**src/sv/utf8_stream_decoder_unit_assert.svh**
```systemverilog
// Assertion macros for the UTF-8 stream decoder.
`ifndef UTF8_STREAM_DECODER_UNIT_ASSERT_SVH
`define UTF8_STREAM_DECODER_UNIT_ASSERT_SVH

// Same-cycle implication, disabled in reset.
`define UTF8D_ASSERT_NOW(label, ante, cons, msg) \
    label: assert property (@(posedge clk) disable iff (!rst_n) (ante) |-> (cons)) \
        else $error(msg);

// Next-cycle implication, disabled in reset.
`define UTF8D_ASSERT_NEXT(label, ante, cons, msg) \
    label: assert property (@(posedge clk) disable iff (!rst_n) (ante) |=> (cons)) \
        else $error(msg);

`endif

```
**src/sv/utf8d_pkg.sv**
```systemverilog
// Types and constants shared by the UTF-8 stream decoder modules.
package utf8d_pkg;

    localparam int CP_W      = 21;
    localparam int RBUF_DEPTH = 4;
    localparam int RBUF_AW   = $clog2(RBUF_DEPTH);
    localparam int RBUF_LW   = $clog2(RBUF_DEPTH + 1);

    // lowest code point allowed for each sequence length (overlong check)
    localparam logic [CP_W-1:0] MIN_CP_TWO   = 21'h00080;
    localparam logic [CP_W-1:0] MIN_CP_THREE = 21'h00800;
    localparam logic [CP_W-1:0] MIN_CP_FOUR  = 21'h10000;

    localparam logic [7:0] LEAD_BAD_HI  = 8'hC1;
    localparam logic [7:0] LEAD_TWO_HI  = 8'hDF;
    localparam logic [7:0] LEAD_THREE_HI = 8'hEF;
    localparam logic [7:0] LEAD_FOUR_HI = 8'hF4;

    localparam logic [1:0] SEQ_TWO   = 2'd1;
    localparam logic [1:0] SEQ_THREE = 2'd2;
    localparam logic [1:0] SEQ_FOUR  = 2'd3;

    typedef enum logic [1:0] {
        MODE_IDLE    = 2'd0,
        MODE_COLLECT = 2'd1,
        MODE_SKIP    = 2'd2
    } mode_t;

    typedef struct packed {
        logic [CP_W-1:0] code_point;
        logic            is_error;
        logic            is_end;
        logic            string_valid;
        logic            last_of_item;
    } result_t;

    // results produced by one byte: count 0..2, first then second
    typedef struct packed {
        logic [1:0] cnt;
        result_t    first;
        result_t    second;
    } core_out_t;

    typedef struct packed {
        logic               room;
        logic [RBUF_LW-1:0] level;
    } rbuf_stat_t;

endpackage

```
**src/sv/utf8d_core.sv**
```systemverilog
// Decoder state and the per-byte decode logic.
module utf8d_core
    import utf8d_pkg::*;
(
    input  logic      clk,
    input  logic      rst_n,
    input  logic      step,
    input  logic [7:0] data_byte,
    output core_out_t res
);

    mode_t           mode_reg,  mode_next;
    logic [CP_W-1:0] pv_reg,    pv_next;
    logic [1:0]      tl_reg,    tl_next;
    logic [1:0]      sl_reg,    sl_next;
    logic            nes_reg,   nes_next;

    always_ff @(posedge clk or negedge rst_n)
    begin
        if (!rst_n)
        begin
            mode_reg <= MODE_IDLE;
            pv_reg   <= '0;
            tl_reg   <= '0;
            sl_reg   <= '0;
            nes_reg  <= 1'b1;
        end
        else if (step)
        begin
            mode_reg <= mode_next;
            pv_reg   <= pv_next;
            tl_reg   <= tl_next;
            sl_reg   <= sl_next;
            nes_reg  <= nes_next;
        end
    end

    always_comb
    begin
        logic            trail;
        logic            do_fresh;
        logic            fres_v;
        result_t         fres;
        logic [CP_W-1:0] shifted;
        logic [CP_W-1:0] minc;
        logic [1:0]      tl_dec;

        trail     = (data_byte[7:6] == 2'b10);
        do_fresh  = 1'b0;
        fres_v    = 1'b0;
        fres      = '0;
        shifted   = {pv_reg[CP_W-7:0], data_byte[5:0]};
        tl_dec    = tl_reg - 2'd1;
        minc      = MIN_CP_FOUR;
        mode_next = mode_reg;
        pv_next   = pv_reg;
        tl_next   = tl_reg;
        sl_next   = sl_reg;
        nes_next  = nes_reg;
        res       = '0;

        case (mode_reg)
            MODE_COLLECT:
            begin
                if (trail)
                begin
                    pv_next = shifted;
                    tl_next = tl_dec;
                    if (tl_dec == 2'd0)
                    begin
                        case (sl_reg)
                            SEQ_TWO:   minc = MIN_CP_TWO;
                            SEQ_THREE: minc = MIN_CP_THREE;
                            default:   minc = MIN_CP_FOUR;
                        endcase
                        res.cnt = 2'd1;
                        if (shifted < minc)
                        begin
                            mode_next          = MODE_SKIP;
                            nes_next           = 1'b0;
                            res.first.is_error = 1'b1;
                        end
                        else
                        begin
                            mode_next            = MODE_IDLE;
                            res.first.code_point = shifted;
                        end
                    end
                end
                else
                begin
                    // sequence broken: report it, then treat the byte afresh
                    res.cnt            = 2'd1;
                    res.first.is_error = 1'b1;
                    nes_next           = 1'b0;
                    mode_next          = MODE_IDLE;
                    do_fresh           = 1'b1;
                end
            end
            MODE_SKIP:
            begin
                do_fresh = !trail;
            end
            default:
            begin
                do_fresh = 1'b1;
            end
        endcase

        if (do_fresh)
        begin
            if (data_byte == 8'd0)
            begin
                fres_v            = 1'b1;
                fres.is_end       = 1'b1;
                fres.string_valid = nes_next;
                mode_next         = MODE_IDLE;
                nes_next          = 1'b1;
            end
            else if (!data_byte[7])
            begin
                fres_v          = 1'b1;
                fres.code_point = {{(CP_W-8){1'b0}}, data_byte};
                mode_next       = MODE_IDLE;
            end
            else if (data_byte <= LEAD_BAD_HI || data_byte > LEAD_FOUR_HI)
            begin
                fres_v        = 1'b1;
                fres.is_error = 1'b1;
                mode_next     = MODE_SKIP;
                nes_next      = 1'b0;
            end
            else
            begin
                if (data_byte <= LEAD_TWO_HI)
                begin
                    pv_next = {{(CP_W-5){1'b0}}, data_byte[4:0]};
                    sl_next = SEQ_TWO;
                end
                else if (data_byte <= LEAD_THREE_HI)
                begin
                    pv_next = {{(CP_W-4){1'b0}}, data_byte[3:0]};
                    sl_next = SEQ_THREE;
                end
                else
                begin
                    pv_next = {{(CP_W-3){1'b0}}, data_byte[2:0]};
                    sl_next = SEQ_FOUR;
                end
                tl_next   = sl_next;
                mode_next = MODE_COLLECT;
            end
        end

        if (fres_v)
        begin
            if (res.cnt == 2'd0)
            begin
                res.first = fres;
                res.cnt   = 2'd1;
            end
            else
            begin
                res.second = fres;
                res.cnt    = 2'd2;
            end
        end

        if (res.cnt == 2'd1)
            res.first.last_of_item = 1'b1;
        else if (res.cnt == 2'd2)
            res.second.last_of_item = 1'b1;

        if (!step)
            res.cnt = 2'd0;
    end

endmodule

```
**src/sv/utf8d_rbuf.sv**
```systemverilog
// Small result queue: takes up to two results a cycle, gives one.
module utf8d_rbuf
    import utf8d_pkg::*;
(
    input  logic       clk,
    input  logic       rst_n,
    input  core_out_t  push,
    input  logic       pop,
    output result_t    head,
    output logic       head_valid,
    output rbuf_stat_t stat
);

    result_t            mem [RBUF_DEPTH];
    logic [RBUF_AW-1:0] wr_ptr_reg, wr_ptr_next;
    logic [RBUF_AW-1:0] rd_ptr_reg, rd_ptr_next;
    logic [RBUF_LW-1:0] level_reg,  level_next;
    logic               pop_ok;

    assign head_valid = (level_reg != '0);
    assign pop_ok     = pop && head_valid;
    assign head       = mem[rd_ptr_reg];
    assign stat.level = level_reg;
    // a byte may bring two results
    assign stat.room  = (level_reg <= RBUF_LW'(RBUF_DEPTH - 2));

    always_comb
    begin
        wr_ptr_next = wr_ptr_reg + RBUF_AW'(push.cnt);
        rd_ptr_next = rd_ptr_reg + RBUF_AW'(pop_ok);
        level_next  = level_reg + RBUF_LW'(push.cnt) - RBUF_LW'(pop_ok);
    end

    always_ff @(posedge clk or negedge rst_n)
    begin
        if (!rst_n)
        begin
            wr_ptr_reg <= '0;
            rd_ptr_reg <= '0;
            level_reg  <= '0;
        end
        else
        begin
            wr_ptr_reg <= wr_ptr_next;
            rd_ptr_reg <= rd_ptr_next;
            level_reg  <= level_next;
        end
    end

    always_ff @(posedge clk)
    begin
        for (int i = 0; i < RBUF_DEPTH; i++)
        begin
            if (push.cnt != 2'd0 && RBUF_AW'(i) == wr_ptr_reg)
                mem[i] <= push.first;
            if (push.cnt == 2'd2 && RBUF_AW'(i) == RBUF_AW'(wr_ptr_reg + RBUF_AW'(1)))
                mem[i] <= push.second;
        end
    end

endmodule

```
**src/sv/utf8_stream_decoder_unit.sv**
```systemverilog
// Top level of the UTF-8 stream decoder.
//
// Streaming UTF-8 decoder. Each input word carries one byte of a zero-terminated
// string; each output word carries one result. ASCII bytes come straight out as
// code points; a lead byte (C2-DF, E0-EF, F0-F4) opens a 2-, 3- or 4-byte
// sequence whose code point appears with its last continuation byte. Invalid
// leads, stray continuation bytes and overlong forms give an error word (code
// point zero), after which continuation bytes are dropped quietly. A missing
// continuation byte gives an error word and the interrupting byte is then
// decoded as usual, so one input byte yields at most two output words; tlast
// marks the final word caused by a byte. A zero byte gives an end word whose
// string_valid bit says whether the string was error-free, and starts a new
// string. Surrogates and values above 10FFFF are passed unchecked.
// Timing: one input byte per cycle sustained. A taken byte is held in the input
// register, which feeds the decode logic and a four-entry result queue; the
// decoded results are written into the queue, whose head drives the output.
// A byte is decoded once the queue has room for two results, so rate drops
// only while the sink stalls or while double-result bytes outpace a
// one-word-per-cycle output.
module utf8_stream_decoder_unit
    import utf8d_pkg::*;
(
    input  logic        clk,
    input  logic        rst_n,
    input  logic        s_axis_tvalid,
    output logic        s_axis_tready,
    input  logic [7:0]  s_axis_tdata,   // [7:0] data_byte
    output logic        m_axis_tvalid,
    input  logic        m_axis_tready,
    output logic [23:0] m_axis_tdata,   // [20:0] code_point, [23:21] zero
    output logic [2:0]  m_axis_tuser,   // [0] is_error, [1] is_end, [2] string_valid
    output logic        m_axis_tlast    // last_of_item
);

    `include "utf8_stream_decoder_unit_assert.svh"

    logic       in_valid_reg;
    logic [7:0] in_byte_reg;
    logic       step;
    core_out_t  core_res;
    result_t    head;
    logic       head_valid;
    rbuf_stat_t rb_stat;

    // decode the held byte when the queue can absorb both possible results
    assign step          = in_valid_reg && rb_stat.room;
    assign s_axis_tready = !in_valid_reg || step;

    always_ff @(posedge clk or negedge rst_n)
    begin
        if (!rst_n)
            in_valid_reg <= 1'b0;
        else if (s_axis_tready)
            in_valid_reg <= s_axis_tvalid;
    end

    always_ff @(posedge clk)
    begin
        if (s_axis_tready && s_axis_tvalid)
            in_byte_reg <= s_axis_tdata;
    end

    utf8d_core u_core (
        .clk       (clk),
        .rst_n     (rst_n),
        .step      (step),
        .data_byte (in_byte_reg),
        .res       (core_res)
    );

    utf8d_rbuf u_rbuf (
        .clk        (clk),
        .rst_n      (rst_n),
        .push       (core_res),
        .pop        (m_axis_tready),
        .head       (head),
        .head_valid (head_valid),
        .stat       (rb_stat)
    );

    assign m_axis_tvalid = head_valid;
    assign m_axis_tdata  = {{(24-CP_W){1'b0}}, head.code_point};
    assign m_axis_tuser  = {head.string_valid, head.is_end, head.is_error};
    assign m_axis_tlast  = head.last_of_item;

    // queue never overfills
    `UTF8D_ASSERT_NOW(a_level_bound, 1'b1, rb_stat.level <= RBUF_LW'(RBUF_DEPTH), "result queue overflow")
    // a byte only yields two results when the first reports a broken sequence
    `UTF8D_ASSERT_NOW(a_pair_err, core_res.cnt == 2'd2, core_res.first.is_error && !core_res.first.last_of_item, "bad result pair")
    // end and error words carry no code point
    `UTF8D_ASSERT_NOW(a_flag_cp, m_axis_tvalid && (m_axis_tuser[0] || m_axis_tuser[1]), m_axis_tdata == 24'd0, "code point on flag word")
    // an empty queue with nothing pushed shows no word next cycle
    `UTF8D_ASSERT_NEXT(a_empty, rb_stat.level == '0 && core_res.cnt == 2'd0, !m_axis_tvalid, "word from empty queue")

endmodule

```
**config.mk**
```make
export PLATFORM = sky130hd
export DESIGN_NAME = utf8_stream_decoder_unit
export DESIGN_NICKNAME = d
export VERILOG_FILES = /design/src/sv/utf8d_pkg.sv /design/src/sv/utf8d_core.sv /design/src/sv/utf8d_rbuf.sv /design/src/sv/utf8_stream_decoder_unit.sv
export VERILOG_INCLUDE_DIRS = /design/src /design/src/sv
export SDC_FILE = /design/constraint.sdc
export NUM_CORES = 1
export LEC_CHECK = 0
export ABC_AREA = 0
export BUFFER_PORTS_ARGS = -buffer_cell sky130_fd_sc_hd__buf_2
export CAP_MARGIN = 25
export CORE_UTILIZATION = 55
export CTS_CLUSTER_SIZE = 20
export DETAILED_ROUTE_END_ITERATION = 10
export HOLD_SLACK_MARGIN = 0.1
export PLACE_DENSITY_LB_ADDON = 0.25
export SLEW_MARGIN = 25
export SYNTH_ARGS = -nofsm -noshare
export SYNTH_HDL_FRONTEND = slang
export SYNTH_HIERARCHICAL = 1
export SYNTH_SLANG_ARGS = --single-unit
```
**constraint.sdc**
```tcl
create_clock -name clk -period 5.8 [get_ports clk]
set_input_delay 1.16 -clock clk [delete_from_list [all_inputs] [get_ports clk]]
set_output_delay 1.16 -clock clk [all_outputs]
set_load 0.03 [all_outputs]
```
-- Yosys cells after proc, flatten, opt, wreduce, memory -nomap -nowiden
Memories as Yosys holds them, arrays and structs flattened.
Cells that the tools add are included.
- logic and storage cells: 159
- memories kept: 1
- output and inout bits: 30
- memory bits (writable): 100
- register bits after elaboration: 44
- input bits: 12
- memory list (memory ; depth ; width ; read ports ; clocked after Yosys merged registers in ; write ports ; line ; RTL):
    u_rbuf.mem ; 4 ; 25 ; 1 ; 0 ; 2 ; utf8d_rbuf.sv:14 ; result_t mem [RBUF_DEPTH];
- equality and inequality tests: 15
- bitwise operators: 6
- magnitude comparators: 6
- reductions and logical operators: 27
- add/sub/neg operators: 6
- muxes and demuxes: 88
- operator list (operator ; number):
    $mux 21 ; 12
    $mux 25 ; 8
    $mux 52 ; 1
    $reduce_or 25->1 ; 2
    $mux 24 ; 2
    $mux 2 ; 20
    $mux 1 ; 39
    $pmux 17 s2 ; 1
    $le 8x8->1 const B ; 3
    $mux 23 ; 1
    $mux 22 ; 1
    $lt 21x21->1 ; 1
    $logic_and 1x1->1 ; 11
    $eq 2x2->1 const B ; 5
    $eq 2x2->1 const A ; 4
    $gt 8x8->1 const B ; 1
    $logic_not 2->1 ; 4
    $logic_not 8->1 ; 1
    $mux 7 ; 1
    $eq 2x1->1 const B ; 3
    $reduce_and 5->1 ; 1
    $eq 1x2->1 const A ; 2
    $mux 4 ; 1
    $or 1x1->1 ; 4
    other kinds (15) ; 19

-- Longest topological paths before layout
Gate-level depths: netlist of run 1.
- word-level depth: 22
- depth in mapped cells: 13
- mapped depth without buffers: 12

-- Hierarchy
The synthesis of run 1 kept the hierarchy.
- modules (own cells, without submodules) (module ; sequential area each (µm²) ; cells an instance ; area an instance (µm²) ; times used):
    utf8d_rbuf ; 3178.0 ; 289 ; 5301.3 ; 1
    utf8d_core ; 551.8 ; 189 ; 1620.3 ; 1
    utf8_stream_decoder_unit ; 265.3 ; 17 ; 326.6 ; 1

-- Worst setup path before layout of run 1
No wires, ideal clock.
- kind: flip-flop to flip-flop
- start point: reg u_core.mode_reg[0]
- end point: mem u_rbuf/mem[2][0] in the netlist's numbering, enable pin
- path slack: 1.733 ns
- required time: 5.385 ns
- stages on the path, launching flop included: 10
- clock period less this slack: 4.067 ns
- arrival: 3.651 ns
- setup time: 0.415 ns
- buffers on the path: 1
- cells stage by stage: dfrtp_1 -> ha_1 -> or2_2 -> a21oi_1 -> a41oi_1 -> ha_1 -> and2_1 -> buf_4 -> or3b_2 -> a21oi_1
- RTL lines (element ; line ; RTL):
    from (decl) ; utf8d_core.sv:12 ; mode_t mode_reg, mode_next;
    from (signal assigned) ; utf8d_core.sv:30 ; mode_reg <= mode_next;
    to (decl) ; utf8d_rbuf.sv:14 ;

==> results.yml, run 1 <==
finish:
  final_cell_mix: "108 x edfxtp_1, 103 x mux2_2, 38 x buf_2"
  final_common_cell: "edfxtp_1"
  area_growth_pct: 10.8
  largest_reg_flops: 100
  diodes: 0
  drive_gt1_frac: 0.401
  final_nets: 551
  fin_cells: 711
clock_network:
  cts_resized: 0
  cts_buffers: 17
  post_cts_buffers: 0
  path_clk_slew_ns: 0.05
  htree_levels: 4
  root_buffer: "clkbuf_16"
  hold_buffers: 0
  clockBufferDepth: 2
  cts_tree: "yes"
  numClockSinks: 138
  clk_latency_ns: 0.42
die:
  die_x_um: 117
  io_pins: 42
  start_util: 0.570
  rows: 41
  die_h_um: 117
  dieArea_um2: 13600
  core_area_um2: 12700
placement:
  io_buffer_count: 38
  gp_congestion: 0.852
  dp.cells: 679
  dpl.hpwl_um: 8780
detailed_routing:
  drc: 0
  ant_nets: 0
  wl_um: 14200
  first_pass_iters: 4
  dr_total_vias: 4027
  dr.first_iter.drc_count: 313
  avgRoutedWirePerCell_um: 20.0
  routed_via_density: 5.66
sta:
  finalSetupViolCount: 0
  worst_slew_pin_slew_ns: 1.04
  fin_skew_ns: 0.00722
  slew_headroom: 0.303
  fin_crit_ns: 3.85
  final_max_slew_viol_count: 0
  grt_setup_unrepaired: "no"
  min_period_over_period: 0.664
  hold_violations: 0
  tns_ns: 0
  fmax_mhz: 260
setup_path:
  crit_slowest_cell: "nand4b_2"
  max_stage_delay_ns: 0.96
  path_class: "reg -> reg"
  crit_cells: 8
  end_kind: "register"
  cp-start-kind: "register"
  cp.required_ns: 5.96
  crit_chain: "ha_1 > or2_2 > a21oi_1 > a41oi_1 > ha_1 > and2_1 > nand4b_2 > mux2_2"
  crit_path_max_fanout: 25
  cp.arrival_ns: 4.01
  cp_num_buf_inv: 0
  reg2reg_depth: 8
  crit_top_cell: "ha_1"
  cp_top_family: "simple AND/OR/NAND/NOR gates"
yosys:
  synth_edf_count: 108
  ys_warn_count: 6
  syn_area_um2: 7250
  seq_area_frac_synth: 0.551
  postSynth.asyncResetShare: 0.217
  netlist_instances: 495
  ys_ff_latch: 138
  synth_area_per_cell_um2: 14.6
  synth-main-ff-cell: "edfxtp_1"
  ys_types: 57
power_and_ir_drop:
  ir_drop_mv: 0.274
  p_sw_frac: 0.351
  leakage_nw: 3.11
  power_frac_seq: 0.390
  comb_power_share: 0.362
  finalPower_mw: 4.23
  pwr-share-clk: 0.248
  internal_power_mw: 2.74
  power_density_nw_per_um2: 526
  p_sw_mw: 1.48
grt:
  track_usage: 0.229
  grt_max_degree: 31
  first_global_vias: 4134
  antenna_found_initial: 0
  grt_pass1_wl_um: 22100
  overflow: 0
job:
  drv_cap: 0
worst_hold_path:
  hp-class: "reg -> reg"
  whs_path_depth: 1
status:
  status: "finished, final reports clean"
## synthesized netlist by cell type (all sizes together) (2+ instances only)
master / count / share of area
o31ai: 3 / 0.0031
inv: 15 / 0.0078
mux4: 25 / 0.078
or2: 3 / 0.0026
o21ai: 17 / 0.012
conb: 2 / 0.0010
nand4b: 2 / 0.0033
nor2b: 3 / 0.0026
and3: 3 / 0.0026
nand2: 22 / 0.011
xnor2: 5 / 0.0060
a21o: 2 / 0.0021
edfxtp: 108 / 0.45
and4bb: 2 / 0.0035
clkbuf: 5 / 0.0028
a22o: 3 / 0.0036
and2: 32 / 0.028
nand3: 3 / 0.0021
ha: 12 / 0.021
mux2: 104 / 0.16
o21a: 3 / 0.0031
nor4b: 2 / 0.0045
dfrtp: 29 / 0.10
nor2: 10 / 0.0062
a21oi: 6 / 0.0041
or3: 2 / 0.0017
mux2i: 2 / 0.0028
nor3: 6 / 0.0041
nand2b: 6 / 0.0062
buf: 41 / 0.040
## metrics by stage
step / cell area [um^2] / hold WS [ns] / utilization / setup WS, ns
after floorplan: 7310 / 0.466 / - / 1.73
after global placement: 7460 / 0.478 / 0.586 / 2.03
after detailed placement: 7460 / 0.492 / 0.586 / 1.99
after CTS: 8030 / 0.499 / 0.631 / 1.97
after global routing: 8030 / 0.530 / 0.631 / 1.77
final: 8030 / 0.503 / 0.631 / 1.95
## worst paths after layout
path                                     from              endpoint  slack, ns
min reg2reg                  u_core/tl_reg[0]      u_core/tl_reg[0]       0.50
min in group asynchronous               rst_n      u_core/pv_reg[1]       0.79
min                          u_core/tl_reg[0]      u_core/tl_reg[0]       0.50
max reg2reg                u_core/mode_reg[0]      u_rbuf/mem[0][1]       1.95
max in group asynchronous               rst_n  u_rbuf/rd_ptr_reg[0]       4.49
max                        u_core/mode_reg[0]      u_rbuf/mem[0][1]       1.95
## power by group through the flow
stage	sequential, mW	combinational (mW)	clock [mW]
2_1_floorplan	1.53	1.27	0
3_3_place_gp	1.65	1.51	0
3_5_place_dp	1.67	1.53	0
4_1_cts	1.65	1.54	1.07
5_1_grt	1.69	1.66	1.11
6_report	1.65	1.53	1.05
## routing by layer
| metal | part of all wire | GRT usage |
|---|---|---|
| met4 | 0.021 | 0.116 |
| met1 | 0.45 | 0.297 |
| met5 | 0 | 0 |
| met2 | 0.49 | 0.367 |
| met3 | 0.040 | 0.0463 |
## logic make-up (layout without fill, tap and decap cells)
kind of cell	after synthesis	in the layout	share of synthesized area
flops	138	138	0.551
xor+xnor	6	6	0.00725
simple gates	102	102	0.0865
buf+inv	61	89	0.0501
mux	131	131	0.242
other cells	2	18	0.00104
compound gates	42	42	0.0385
fa+ha+maj	13	13	0.0235
## cell type report
class	count	area (um^2)
clock buffers	22	444
clock inverters	10	125
fillers	1000	4690
inverters	15	56.3
multi-input cells	312	2970
flip-flops and latches	138	4000
well taps	172	215
repair buffers	42	220
(Power assumes the default switching activity.)
==> run 2: changes to the inputs <==
ABC_AREA = 1   (was 0)
clock period = 3.2 ns   (was 5.8 ns; I/O delays follow)
==> results.yml, run 2 <==
setup_path:
  r2r_start: "in_byte_reg[2]"
  reg2reg_depth: 13
  cp.required_ns: 3.38
  path_class: "reg -> reg"
  max_stage_delay_ns: 0.53
  crit_path_max_fanout: 21
  ff2ff_setup_slack_ns: 0.29
  cp.arrival_ns: 3.09
  end_kind: "register"
  rr_endpoint: "u_rbuf/mem[2][18]"
  crit_chain: "nor2_1 > nand2_1 > o21ai_1 > inv_1 > nand2_2 > inv_1 > nor2_1 > ha_1 > nand2_1 > inv_1 > nor2_1 > o31ai_4 > buf_12"
  crit_slowest_cell: "nor2_1"
  cp-start-kind: "register"
finish:
  fin_util: 0.638
  final_common_cell: "nand2_1"
  final_nets: 921
  largest_reg_flops: 100
  final_cell_mix: "186 x nand2_1, 114 x nor2_1, 108 x edfxtp_1"
  area_growth_pct: 12.0
  diodes: 0
  drive_gt1_frac: 0.176
grt:
  grt_pass1_wl_um: 25900
  first_global_vias: 5226
  antenna_found_initial: 0
  grt_max_degree: 54
  track_usage: 0.242
  overflow: 0
yosys:
  synth_compound_area_frac: 0.160
  netlist_instances: 863
  synthAdderAreaFrac: 0.0223
  synth_top_cell_area_share: 0.425
  yosys-top-cells-count: "186 x nand2_1, 114 x nor2_1, 108 x edfxtp_1"
  synth_area_per_cell_um2: 8.85
  synth-main-ff-cell: "edfxtp_1"
  yosysMostFrequentCell: "nand2_1"
  synth_xor_area_frac: 0.00344
  ys_types: 42
  synthSimpleGateAreaFrac: 0.187
  syn_area_um2: 7640
  synthMuxAreaShare: 0
  synth_edf_count: 108
  ys_warn_count: 6
  synth_top_family_by_area: "simple AND/OR/NAND/NOR gates"
  postSynth.asyncResetShare: 0.217
  ys_top_cells_by_area: "edfxtp_1 42%, dfrtp_1 9.5%, nand2_1 9.1%, o21ai_0 7.0%, nor2_1 5.6%"
  ys_ff_latch: 138
  yosysTopAreaCell: "edfxtp_1"
  seq_area_frac_synth: 0.523
die:
  dieArea_um2: 14400
  die_h_um: 120
  io_pins: 42
  die_x_um: 120
  rows: 42
  core_area_um2: 13400
  start_util: 0.570
power_and_ir_drop:
  ir_drop_mv: 0.608
  power_density_nw_per_um2: 968
  leakage_nw: 3.41
  finalPower_mw: 8.29
sta:
  worst_slew_pin_slew_ns: 0.750
  fin_crit_ns: 2.91
  fin_skew_ns: 0.00683
  slew_headroom: 0.500
  hold_violations: 0
  final_max_slew_viol_count: 0
  fmax_mhz: 343
  grt_setup_unrepaired: "no"
  min_period_over_period: 0.910
  finalSetupViolCount: 0
  tns_ns: 0
placement:
  gp_congestion: 0.905
  io_buffer_count: 38
  dpl.hpwl_um: 10800
clock_network:
  hold_buffers: 0
  post_cts_buffers: 0
  clk_latency_ns: 0.42
  cts_tree: "yes"
  numClockSinks: 138
  path_clk_slew_ns: 0.05
  cts_buffers: 17
  root_buffer: "clkbuf_16"
  clockBufferDepth: 2
  htree_levels: 4
  cts_resized: 0
detailed_routing:
  ant_nets: 0
  avgRoutedWirePerCell_um: 14.9
  dr_total_vias: 5682
  routed_via_density: 5.24
  dr.first_iter.drc_count: 592
  drc: 0
  first_pass_iters: 5
  wl_um: 16100
job:
  drv_cap: 0
status:
  status: "finished, final reports clean"
worst_hold_path:
  hp-class: "in -> async"
## run 2: cell types whose count changed in the layout (fill, tap and decap cells not counted), moves of 30 or more
cell	delta
nand2_1	+164
nor2_1	+106
mux2_2	-103
o21ai_0	+89
inv_1	+65
o21ai_1	+59
o21ai_2	+34
and2_1	-30
## run 2: metal layers
layer	up-vias	part of all wire	track usage
li1	2883	-	-
met1	2629	0.45	0.314
met2	144	0.48	0.395
met3	26	0.050	0.0461
met4	0	0.020	0.106
met5	-	0	0
## run 2: final cells by class
class	instances	area, um^2
Fill cell	1095	4840
Sequential cell	138	4000
Multi-Input combinational cell	588	2960
Clock buffer	18	429
Timing Repair Buffer	58	390
Inverter	93	354
Tap cell	176	220
Clock inverter	13	201
## run 2: where the power goes
group          switching [mW]  internal, mW  total (mW)
registers               0.225          2.51        2.73
logic                    2.42          1.04        3.46
clock network           0.726          1.37        2.09
## run 2: stage by stage
step	hold WS, ns	area (um^2)	std cells	worst slack (ns)
2_1_floorplan	0.344	7710	879	-0.344
3_3_place_gp	0.455	7930	1053	0.339
3_5_place_dp	0.466	7930	1053	0.312
4_1_cts	0.265	8560	1084	0.271
5_1_grt	0.311	8560	1084	0.0170
6_report	0.263	8560	1084	0.287
## run 2: critical path: cells and delay by family, from the launching register on
family / cells / cell delay, ns
AOI/OAI and AO/OA: 2 / 0.29
adders and majority gates: 1 / 0.31
buffers and inverters: 4 / 0.43
DFF: 1 / 0.43
and+or+nand+nor: 6 / 1.19
## run 2: worst max-delay path by stage
stage | slack (ns) | end | from | cells after the start
floorplan | -0.34 | u_rbuf/mem[0][0] | u_core/mode_reg[0] | 9
global placement | 0.34 | u_rbuf/mem[2][7] | in_byte_reg[2] | 13
detailed placement | 0.31 | u_rbuf/mem[2][7] | in_byte_reg[2] | 13
CTS | 0.27 | u_rbuf/mem[2][18] | in_byte_reg[2] | 13
global route | 0.02 | u_rbuf/mem[2][15] | in_byte_reg[2] | 13
finish | 0.29 | u_rbuf/mem[2][18] | in_byte_reg[2] | 13
## run 2: logic make-up after synthesis
family,after synthesis
fa+ha+maj,13
other cells,2
simple gates,341
buf+inv,153
compound gates,213
xor+xnor,3
flops,138
